===== config.mk =====
export PLATFORM = sky130hd
export DESIGN_NAME = rgb_status_led_sequencer
export DESIGN_NICKNAME = d
export VERILOG_FILES = /design/src/rtl/rgbled_pkg.sv /design/src/rtl/rgbled_regs.sv /design/src/rtl/rgbled_color.sv /design/src/rtl/rgbled_scale.sv /design/src/rtl/rgb_status_led_sequencer.sv
export SDC_FILE = /design/constraint.sdc
export NUM_CORES = 1
export LEC_CHECK = 0
export ABC_AREA = 1
export BUFFER_PORTS_ARGS = -buffer_cell sky130_fd_sc_hd__clkbuf_2
export CAP_MARGIN = 15
export CORE_MARGIN = 2
export CORE_UTILIZATION = 55
export CTS_CLUSTER_SIZE = 20
export DETAILED_ROUTE_END_ITERATION = 10
export PLACE_DENSITY = 0.71
export SYNTH_ARGS = -nofsm -noshare
export SYNTH_HDL_FRONTEND = slang
export SYNTH_SLANG_ARGS = --single-unit

===== constraint.sdc =====
create_clock -name i_clk -period 14.3 [get_ports i_clk]
set_input_delay 0.715 -clock i_clk [delete_from_list [all_inputs] [get_ports i_clk]]
set_output_delay 0.715 -clock i_clk [all_outputs]
set_load 0.01 [all_outputs]

===== src/rtl/rgbled_pkg.sv =====
// ----------------------------------------------------------------------------
// rgbled_pkg
// Shared types, constants and color functions of the RGB status LED sequencer.
// ----------------------------------------------------------------------------
package rgbled_pkg;

    localparam int NOW_W  = 32;
    localparam int CHAN_W = 8;
    localparam int HUE_W  = 11;

    localparam logic [NOW_W-1:0]  BLINK_PERIOD_MS   = 32'd350;
    localparam logic [NOW_W-1:0]  RAINBOW_PERIOD_MS = 32'd18;
    localparam logic [HUE_W:0]    WHEEL_STEPS       = 12'd1536;
    localparam logic [HUE_W-1:0]  WHEEL_STRIDE      = 11'd4;
    localparam logic [CHAN_W-1:0] CHAN_FULL         = 8'hFF;
    localparam logic [CHAN_W-1:0] CHAN_OFF          = 8'h00;

    // Hue wheel segments, 256 steps each
    localparam logic [2:0] SEG_RED_TO_YELLOW   = 3'd0;
    localparam logic [2:0] SEG_YELLOW_TO_GREEN = 3'd1;
    localparam logic [2:0] SEG_GREEN_TO_CYAN   = 3'd2;
    localparam logic [2:0] SEG_CYAN_TO_BLUE    = 3'd3;
    localparam logic [2:0] SEG_BLUE_TO_MAGENTA = 3'd4;
    localparam logic [2:0] SEG_MAGENTA_TO_RED  = 3'd5;

    // Register indexes (address bit 2)
    localparam logic REG_LED_MODE   = 1'b0;
    localparam logic REG_BRIGHTNESS = 1'b1;

    localparam logic [CHAN_W-1:0] BRIGHTNESS_RESET = 8'd255;

    typedef enum logic [1:0] {
        MODE_STEADY_RED  = 2'd0,
        MODE_BLINK_BLUE  = 2'd1,
        MODE_BLINK_GREEN = 2'd2,
        MODE_RAINBOW     = 2'd3
    } t_led_mode;

    typedef struct packed {
        logic [CHAN_W-1:0] red;
        logic [CHAN_W-1:0] green;
        logic [CHAN_W-1:0] blue;
    } t_rgb;

    typedef struct packed {
        t_led_mode         led_mode;
        logic [CHAN_W-1:0] brightness;
    } t_cfg;

    function automatic t_rgb hue_to_rgb(input logic [HUE_W-1:0] hue);
        t_rgb              c;
        logic [CHAN_W-1:0] ramp;
        ramp = hue[CHAN_W-1:0];
        c    = '0;
        case (hue[HUE_W-1:CHAN_W])
            SEG_RED_TO_YELLOW: begin
                c.red = CHAN_FULL; c.green = ramp;
            end
            SEG_YELLOW_TO_GREEN: begin
                c.red = ~ramp; c.green = CHAN_FULL;
            end
            SEG_GREEN_TO_CYAN: begin
                c.green = CHAN_FULL; c.blue = ramp;
            end
            SEG_CYAN_TO_BLUE: begin
                c.green = ~ramp; c.blue = CHAN_FULL;
            end
            SEG_BLUE_TO_MAGENTA: begin
                c.red = ramp; c.blue = CHAN_FULL;
            end
            SEG_MAGENTA_TO_RED: begin
                c.red = CHAN_FULL; c.blue = ~ramp;
            end
            default: begin
                c = '0;
            end
        endcase
        return c;
    endfunction

    // floor(c * b / 255), exact for every product of two 8-bit values
    function automatic logic [CHAN_W-1:0] scale_chan(input logic [CHAN_W-1:0] c,
                                                     input logic [CHAN_W-1:0] b);
        logic [2*CHAN_W-1:0] prod;
        logic [2*CHAN_W:0]   sum;
        prod = c * b;
        sum  = {1'b0, prod} + {{(CHAN_W+1){1'b0}}, prod[2*CHAN_W-1:CHAN_W]} + 1'b1;
        return sum[2*CHAN_W-1:CHAN_W];
    endfunction

endpackage


===== src/rtl/rgbled_regs.sv =====
// ----------------------------------------------------------------------------
// rgbled_regs
// Configuration registers behind the APB-style port: mode and brightness.
// ----------------------------------------------------------------------------
module rgbled_regs import rgbled_pkg::*; (
    input  logic        i_clk,
    input  logic        i_rst_n,
    input  logic        psel,
    input  logic        penable,
    input  logic        pwrite,
    input  logic [2:0]  paddr,
    input  logic [31:0] pwdata,
    output logic [31:0] prdata,
    output logic        pready,
    output t_cfg        o_cfg
);

    t_cfg r_cfg;
    t_cfg n_cfg;
    logic wr_en;

    assign pready = 1'b1;
    assign wr_en  = psel & penable & pwrite & pready;

    always_comb begin
        n_cfg = r_cfg;
        if (wr_en) begin
            case (paddr[2])
                REG_LED_MODE:   n_cfg.led_mode   = t_led_mode'(pwdata[1:0]);
                REG_BRIGHTNESS: n_cfg.brightness = pwdata[CHAN_W-1:0];
                default:        n_cfg            = r_cfg;
            endcase
        end
    end

    always_ff @(posedge i_clk) begin
        if (!i_rst_n) begin
            r_cfg.led_mode   <= MODE_STEADY_RED;
            r_cfg.brightness <= BRIGHTNESS_RESET;
        end else begin
            r_cfg <= n_cfg;
        end
    end

    always_comb begin
        case (paddr[2])
            REG_LED_MODE:   prdata = {30'd0, r_cfg.led_mode};
            REG_BRIGHTNESS: prdata = {24'd0, r_cfg.brightness};
            default:        prdata = '0;
        endcase
    end

    assign o_cfg = r_cfg;

endmodule


===== src/rtl/rgbled_color.sv =====
// ----------------------------------------------------------------------------
// rgbled_color
// Sequencer state (stamps, blink phase, hue) and the unscaled color register.
// ----------------------------------------------------------------------------
module rgbled_color import rgbled_pkg::*; (
    input  logic             i_clk,
    input  logic             i_rst_n,
    input  logic             i_load,
    input  logic [NOW_W-1:0] i_now_ms,
    input  t_led_mode        i_led_mode,
    output t_rgb             o_rgb
);

    t_led_mode        r_last_mode;
    logic [NOW_W-1:0] r_blink_stamp;
    logic [NOW_W-1:0] r_rainbow_stamp;
    logic             r_blink_lit;
    logic [HUE_W-1:0] r_hue;
    t_rgb             r_rgb;

    logic [NOW_W-1:0] n_blink_stamp;
    logic [NOW_W-1:0] n_rainbow_stamp;
    logic             n_blink_lit;
    logic [HUE_W-1:0] n_hue;
    t_rgb             n_rgb;

    logic             changed;
    logic [NOW_W-1:0] base_blink;
    logic [NOW_W-1:0] base_rainbow;
    logic             base_lit;
    logic [HUE_W:0]   hue_sum;
    logic [HUE_W-1:0] hue_next;

    // A mode change restarts both timers and lights the blink phase
    assign changed      = (i_led_mode != r_last_mode);
    assign base_blink   = changed ? i_now_ms : r_blink_stamp;
    assign base_rainbow = changed ? i_now_ms : r_rainbow_stamp;
    assign base_lit     = changed ? 1'b1 : r_blink_lit;

    assign hue_sum  = {1'b0, r_hue} + {1'b0, WHEEL_STRIDE};
    assign hue_next = (hue_sum >= WHEEL_STEPS) ? HUE_W'(hue_sum - WHEEL_STEPS)
                                               : hue_sum[HUE_W-1:0];

    always_comb begin
        n_blink_stamp   = base_blink;
        n_rainbow_stamp = base_rainbow;
        n_blink_lit     = base_lit;
        n_hue           = r_hue;
        n_rgb           = '0;
        case (i_led_mode)
            MODE_STEADY_RED: begin
                n_rgb.red = CHAN_FULL;
            end
            MODE_BLINK_BLUE, MODE_BLINK_GREEN: begin
                if ((i_now_ms - base_blink) >= BLINK_PERIOD_MS) begin
                    n_blink_stamp = i_now_ms;
                    n_blink_lit   = ~base_lit;
                end
                if (i_led_mode == MODE_BLINK_BLUE) begin
                    n_rgb.blue = n_blink_lit ? CHAN_FULL : CHAN_OFF;
                end else begin
                    n_rgb.green = n_blink_lit ? CHAN_FULL : CHAN_OFF;
                end
            end
            MODE_RAINBOW: begin
                if ((i_now_ms - base_rainbow) >= RAINBOW_PERIOD_MS) begin
                    n_rainbow_stamp = i_now_ms;
                    n_hue           = hue_next;
                end
                n_rgb = hue_to_rgb(n_hue);
            end
            default: begin
                n_rgb = '0;
            end
        endcase
    end

    always_ff @(posedge i_clk) begin
        if (!i_rst_n) begin
            r_last_mode     <= MODE_STEADY_RED;
            r_blink_stamp   <= '0;
            r_rainbow_stamp <= '0;
            r_blink_lit     <= 1'b0;
            r_hue           <= '0;
        end else if (i_load) begin
            r_last_mode     <= i_led_mode;
            r_blink_stamp   <= n_blink_stamp;
            r_rainbow_stamp <= n_rainbow_stamp;
            r_blink_lit     <= n_blink_lit;
            r_hue           <= n_hue;
        end
    end

    always_ff @(posedge i_clk) begin
        if (i_load) begin
            r_rgb <= n_rgb;
        end
    end

    assign o_rgb = r_rgb;

endmodule


===== src/rtl/rgbled_scale.sv =====
// ----------------------------------------------------------------------------
// rgbled_scale
// Brightness scaling of the three channels into the result register.
// ----------------------------------------------------------------------------
module rgbled_scale import rgbled_pkg::*; (
    input  logic              i_clk,
    input  logic              i_load,
    input  t_rgb              i_rgb,
    input  logic [CHAN_W-1:0] i_brightness,
    output t_rgb              o_rgb
);

    t_rgb r_rgb;
    t_rgb n_rgb;

    always_comb begin
        n_rgb.red   = scale_chan(i_rgb.red,   i_brightness);
        n_rgb.green = scale_chan(i_rgb.green, i_brightness);
        n_rgb.blue  = scale_chan(i_rgb.blue,  i_brightness);
    end

    always_ff @(posedge i_clk) begin
        if (i_load) begin
            r_rgb <= n_rgb;
        end
    end

    assign o_rgb = r_rgb;

endmodule


===== src/rtl/rgb_status_led_sequencer.sv =====
// ----------------------------------------------------------------------------
// rgb_status_led_sequencer
// Time-driven RGB status LED pattern generator with brightness scaling.
// ----------------------------------------------------------------------------
// Takes one time sample per cycle while the output is not stalled and
// returns one scaled RGB item per sample. Items pass an input register, a
// color stage that also updates the sequencer state (blink and rainbow
// timers, hue position), and a scaling stage that drives the output register.
// Back-pressure stalls all stages together; an empty stage still takes the
// next item, so the input stays ready while the output holds as long as
// the input or color stage is empty.
// Write led_mode and brightness only with no item in flight.
module rgb_status_led_sequencer import rgbled_pkg::*; (
    input  logic        i_clk,
    input  logic        i_rst_n,
    input  logic        s_axis_tvalid,
    output logic        s_axis_tready,
    input  logic [31:0] s_axis_tdata,   // [31:0] now_ms
    output logic        m_axis_tvalid,
    input  logic        m_axis_tready,
    output logic [23:0] m_axis_tdata,   // [7:0] red, [15:8] green, [23:16] blue
    input  logic        psel,
    input  logic        penable,
    input  logic        pwrite,
    input  logic [2:0]  paddr,
    input  logic [31:0] pwdata,
    output logic [31:0] prdata,
    output logic        pready
);

    t_cfg             cfg;
    logic [NOW_W-1:0] r_now;
    logic             r_in_valid;
    logic             r_col_valid;
    logic             r_out_valid;
    logic             adv_in;
    logic             adv_col;
    logic             adv_out;
    t_rgb             col_rgb;
    t_rgb             out_rgb;

    rgbled_regs u_regs (
        .i_clk   (i_clk),
        .i_rst_n (i_rst_n),
        .psel    (psel),
        .penable (penable),
        .pwrite  (pwrite),
        .paddr   (paddr),
        .pwdata  (pwdata),
        .prdata  (prdata),
        .pready  (pready),
        .o_cfg   (cfg)
    );

    // A stage moves when it is empty or its contents move on
    assign adv_out = ~r_out_valid | m_axis_tready;
    assign adv_col = ~r_col_valid | adv_out;
    assign adv_in  = ~r_in_valid  | adv_col;

    assign s_axis_tready = adv_in;

    always_ff @(posedge i_clk) begin
        if (!i_rst_n) begin
            r_in_valid  <= 1'b0;
            r_col_valid <= 1'b0;
            r_out_valid <= 1'b0;
        end else begin
            if (adv_in) begin
                r_in_valid <= s_axis_tvalid;
            end
            if (adv_col) begin
                r_col_valid <= r_in_valid;
            end
            if (adv_out) begin
                r_out_valid <= r_col_valid;
            end
        end
    end

    always_ff @(posedge i_clk) begin
        if (adv_in && s_axis_tvalid) begin
            r_now <= s_axis_tdata;
        end
    end

    rgbled_color u_color (
        .i_clk      (i_clk),
        .i_rst_n    (i_rst_n),
        .i_load     (r_in_valid & adv_col),
        .i_now_ms   (r_now),
        .i_led_mode (cfg.led_mode),
        .o_rgb      (col_rgb)
    );

    rgbled_scale u_scale (
        .i_clk        (i_clk),
        .i_load       (r_col_valid & adv_out),
        .i_rgb        (col_rgb),
        .i_brightness (cfg.brightness),
        .o_rgb        (out_rgb)
    );

    assign m_axis_tvalid = r_out_valid;
    assign m_axis_tdata  = {out_rgb.blue, out_rgb.green, out_rgb.red};

endmodule


==> impl_metrics.py <==
metrics = {
    "power": {
        "switchingPower_mw": 1.466,
        "seqPwrFrac_pct": 20.9,
        "swShare_pct": 47.76,
        "internal_power_mw": 1.603,
        "pwr-share-comb_pct": 64.8,
        "cellPowerDensity_nw_per_um2": 146.3,
        "power_frac_clock_pct": 14.4,
        "p_leak_nw": 11.07,
        "total_power_mw": 3.069,
        "vdd_drop_max_mv": 0.2900,
    },
    "placed_design": {
        "port-buffer-count": 81,
        "postPlaceCellArea_um2": 20390,
        "dp_hpwl_mm": 38.57,
        "dpl.cell_count": 3380,
        "gp_congestion": 0.9671,
    },
    "setup_path": {
        "rr_endpoint": "u_scale.o_rgb[15]",
        "reg2reg_from": "u_regs.o_cfg[4]",
        "critPathMaxFanout": 23,
        "critical_path.most_common_cell": "nand2_1",
        "start_kind": "flop",
        "arrival_ns": 7.30,
        "r2r_setup_slack_ns": 7.20,
        "worst_setup_path_end_kind": "flop",
        "slowest_delay_ns": 1.02,
        "crit_type": "flop to flop",
        "crit_slowest_cell": "dfxtp_1",
        "worstPathRequired_ns": 14.50,
        "reg2reg_depth": 29,
    },
    "clock_network": {
        "cts_sinks": 166,
        "cts-htree-levels": 4,
        "cts_hold_buf": 0,
        "cts.path.max_buffers": 2,
        "cts_tree": "done",
        "clkLatencyLatePin_ns": 0.46,
        "numCtsBuffers": 17,
        "ctsResizeCount": 0,
        "cts_setup_buffers": 0,
        "clk_pin_slew_ns": 0.07,
        "clockRootBuffer": "clkbuf_16",
    },
    "synth": {
        "ys_top_cells_by_count": "876 x nand2_1, 551 x inv_1, 216 x a21oi_1",
        "synth_cell_types": 52,
        "synth_area_per_cell_um2": 6.779,
        "synthesis.area_um2": 19860,
        "synth.area.top_cells": "nand2_1 17%, ha_1 12%, edfxtp_1 12%",
        "yosysMostFrequentCell": "nand2_1",
        "seq_area_frac_synth_pct": 20.61,
        "syn-instance-count": 2930,
        "synthArstFlopShare_pct": 0,
        "synth_edf_count": 77,
        "synth_top_cell_area_share_pct": 16.55,
        "ys.warnings.count": 0,
        "synth_ff_type": "dfxtp_1",
        "ys_ff_latch": 166,
        "synth_top_cell_by_area": "nand2_1",
    },
    "sta": {
        "setup_viol": 0,
        "rsz0062_at_grt": "no",
        "fin_skew_ns": 0.01121,
        "setup_tns_ns": 0,
        "worst_slew_pin_slew_ns": 1.086,
        "hold_slack_ns": 0.4308,
        "slew_headroom_pct": 27.53,
        "slew_violations": 0,
        "fin_crit_sh_pct": 49.66,
        "fmax_ghz": 0.1408,
        "finalHoldViolations": 0,
        "fin_crit_ns": 7.102,
    },
    "finish": {
        "area_delta_synth_final_pct": 5.587,
        "insertedDiodeCount": 0,
        "final_nets": 3311,
        "nFillCells": 3398,
        "drive_gt1_share_pct": 7.080,
        "final_cells": 3413,
        "finalInstanceArea_um2": 20970,
    },
    "die": {
        "pin_count": 133,
        "dieArea_um2": 37650,
        "coreArea_um2": 35570,
        "num_rows": 69,
        "die_y_um": 194.0,
        "die_w_um": 194.0,
        "start_util_pct": 55.84,
    },
    "detailed_routing": {
        "drt-wirelength-per-cell_um": 14.37,
        "drt_iter0_drc": 1170,
        "drc": 0,
        "avgViaCountPerCell": 5.279,
        "antenna_left": 0,
        "vias": 18020,
        "routed_wl_mm": 49.04,
        "first_pass_iters": 5,
    },
    "hold_path": {
        "whs_endpoint": "r_now[24]",
        "hp-start": "s_axis_tdata[24]",
        "hold_depth": 1,
        "hold_class": "primary input to flop",
    },
    "grt": {
        "grt_pass1_vias": 17720,
        "grt_max_degree": 72,
        "grt_first_pass_wirelength_mm": 83.32,
        "grt.overflow.total": 0,
        "antenna_found_initial": 0,
        "grt_usage_pct": 26.76,
    },
    "status": {
        "run_status": "complete, no violations",
    },
    "job": {
        "drv_cap": 0,
    },
}
[worst max-delay path, delay by kind of cell, from the launching register on]
family / cells / cell delay [ns]
xor gates and xnor gates: 2 / 0.28
adders and majority gates: 6 / 2.68
and+or+nand+nor: 12 / 1.45
buffers and inverters: 2 / 0.18
AOI/OAI and AO/OA: 7 / 1.23
DFF: 1 / 1.02
[area by class of cell]
cell class	instances	area (um2)	share of cell area (%)
sequential	166	4094	19.52
inverter	562	2110	10.06
clock inverter	12	91.34	0.4355
timing repair buffer	95	543.0	2.589
clock buffer	19	442.9	2.112
multi-input combinational	2098	13120	62.53
tap	461	576.8	2.750
[cells in the final DEF, fill, tap and decap left out, types with 5 or more instances in the layout]
cell type	synthesis	routed
nand2_1	876	873
inv_1	551	549
a21oi_1	216	215
ha_1	188	188
nor2_1	141	141
o21ai_0	134	134
fa_1	109	109
nand3_1	103	102
dfxtp_1	89	89
clkbuf_2	17	81
edfxtp_1	77	77
xor2_1	62	62
o211ai_1	40	40
nand4_1	32	32
conb_1	2	25
nand2_2	21	24
xnor2_1	22	22
clkbuf_16	0	17
nor3_1	15	15
nand4_2	13	13
inv_2	10	12
o21bai_1	12	12
buf_4	27	12
a31oi_1	10	10
nand3b_1	10	10
nor2_2	8	8
nand3_2	6	7
nor2_4	7	7
a21o_1	6	6
o21ai_1	5	5
nor4_1	5	5
or2_2	5	5
[routing by layer]
| metal | part of all wire (%) | vias to the layer above | routed length (um) | GRT usage, % |
|---|---|---|---|---|
| met4 | 2.8 | 0 | 1397 | 9.708 |
| met3 | 4.1 | 86 | 2033 | 2.905 |
| met1 | 43 | 8320 | 20850 | 32.39 |
| li1 | - | 9190 | - | - |
| met5 | 0 | - | 0 | 0 |
| met2 | 50 | 421 | 24760 | 48.91 |
[flip-flops by register name, indices dropped and copies added (netlist names), 2 cells and up]
register                 flops
u_color.r_hue                9
u_scale.o_rgb               24
u_color.r_last_mode          2
u_regs.o_cfg                10
u_color.r_rainbow_stamp     32
u_color.o_rgb               21
r_now                       32
u_color.r_blink_stamp       32
[cell families after synthesis]
kind of cell | Yosys count | synth area share, %
XOR/XNOR | 85 | 3.786
flip-flops | 166 | 20.61
other | 2 | 0.03781
AND/OR/NAND/NOR | 1247 | 26.54
buffers and inverters | 689 | 13.88
adder cells (fa/ha/maj) | 297 | 22.83
AO/OA/AOI/OAI | 444 | 12.32
[power groups by stage]
| stage | combinational, mW | clock, mW | sequential, mW |
|---|---|---|---|
| floorplan | 1.56 | 0 | 0.648 |
| global placement | 1.91 | 0 | 0.648 |
| detailed placement | 1.97 | 0 | 0.650 |
| CTS | 1.99 | 0.452 | 0.639 |
| global route | 2.32 | 0.467 | 0.645 |
| finish | 1.99 | 0.441 | 0.640 |
[worst max-delay path by stage]
stage,startpoint,to,depth (start not counted)
finish,u_regs.o_cfg[4],u_scale.o_rgb[15],29
CTS,u_regs.o_cfg[4],u_scale.o_rgb[15],29
global placement,u_regs.o_cfg[4],u_scale.o_rgb[15],29
floorplan,u_regs.o_cfg[7],u_scale.o_rgb[7],33
global route,u_regs.o_cfg[4],u_scale.o_rgb[15],29
detailed placement,u_regs.o_cfg[4],u_scale.o_rgb[15],29
[stage by stage]
stage,setup WS [ns],util [%]
after floorplan,8.121,-
after global placement,7.364,57.33
after detailed placement,7.257,57.33
after CTS,7.224,58.83
after global routing,6.478,58.96
final,7.198,58.96
(Power assumes the default switching activity.)
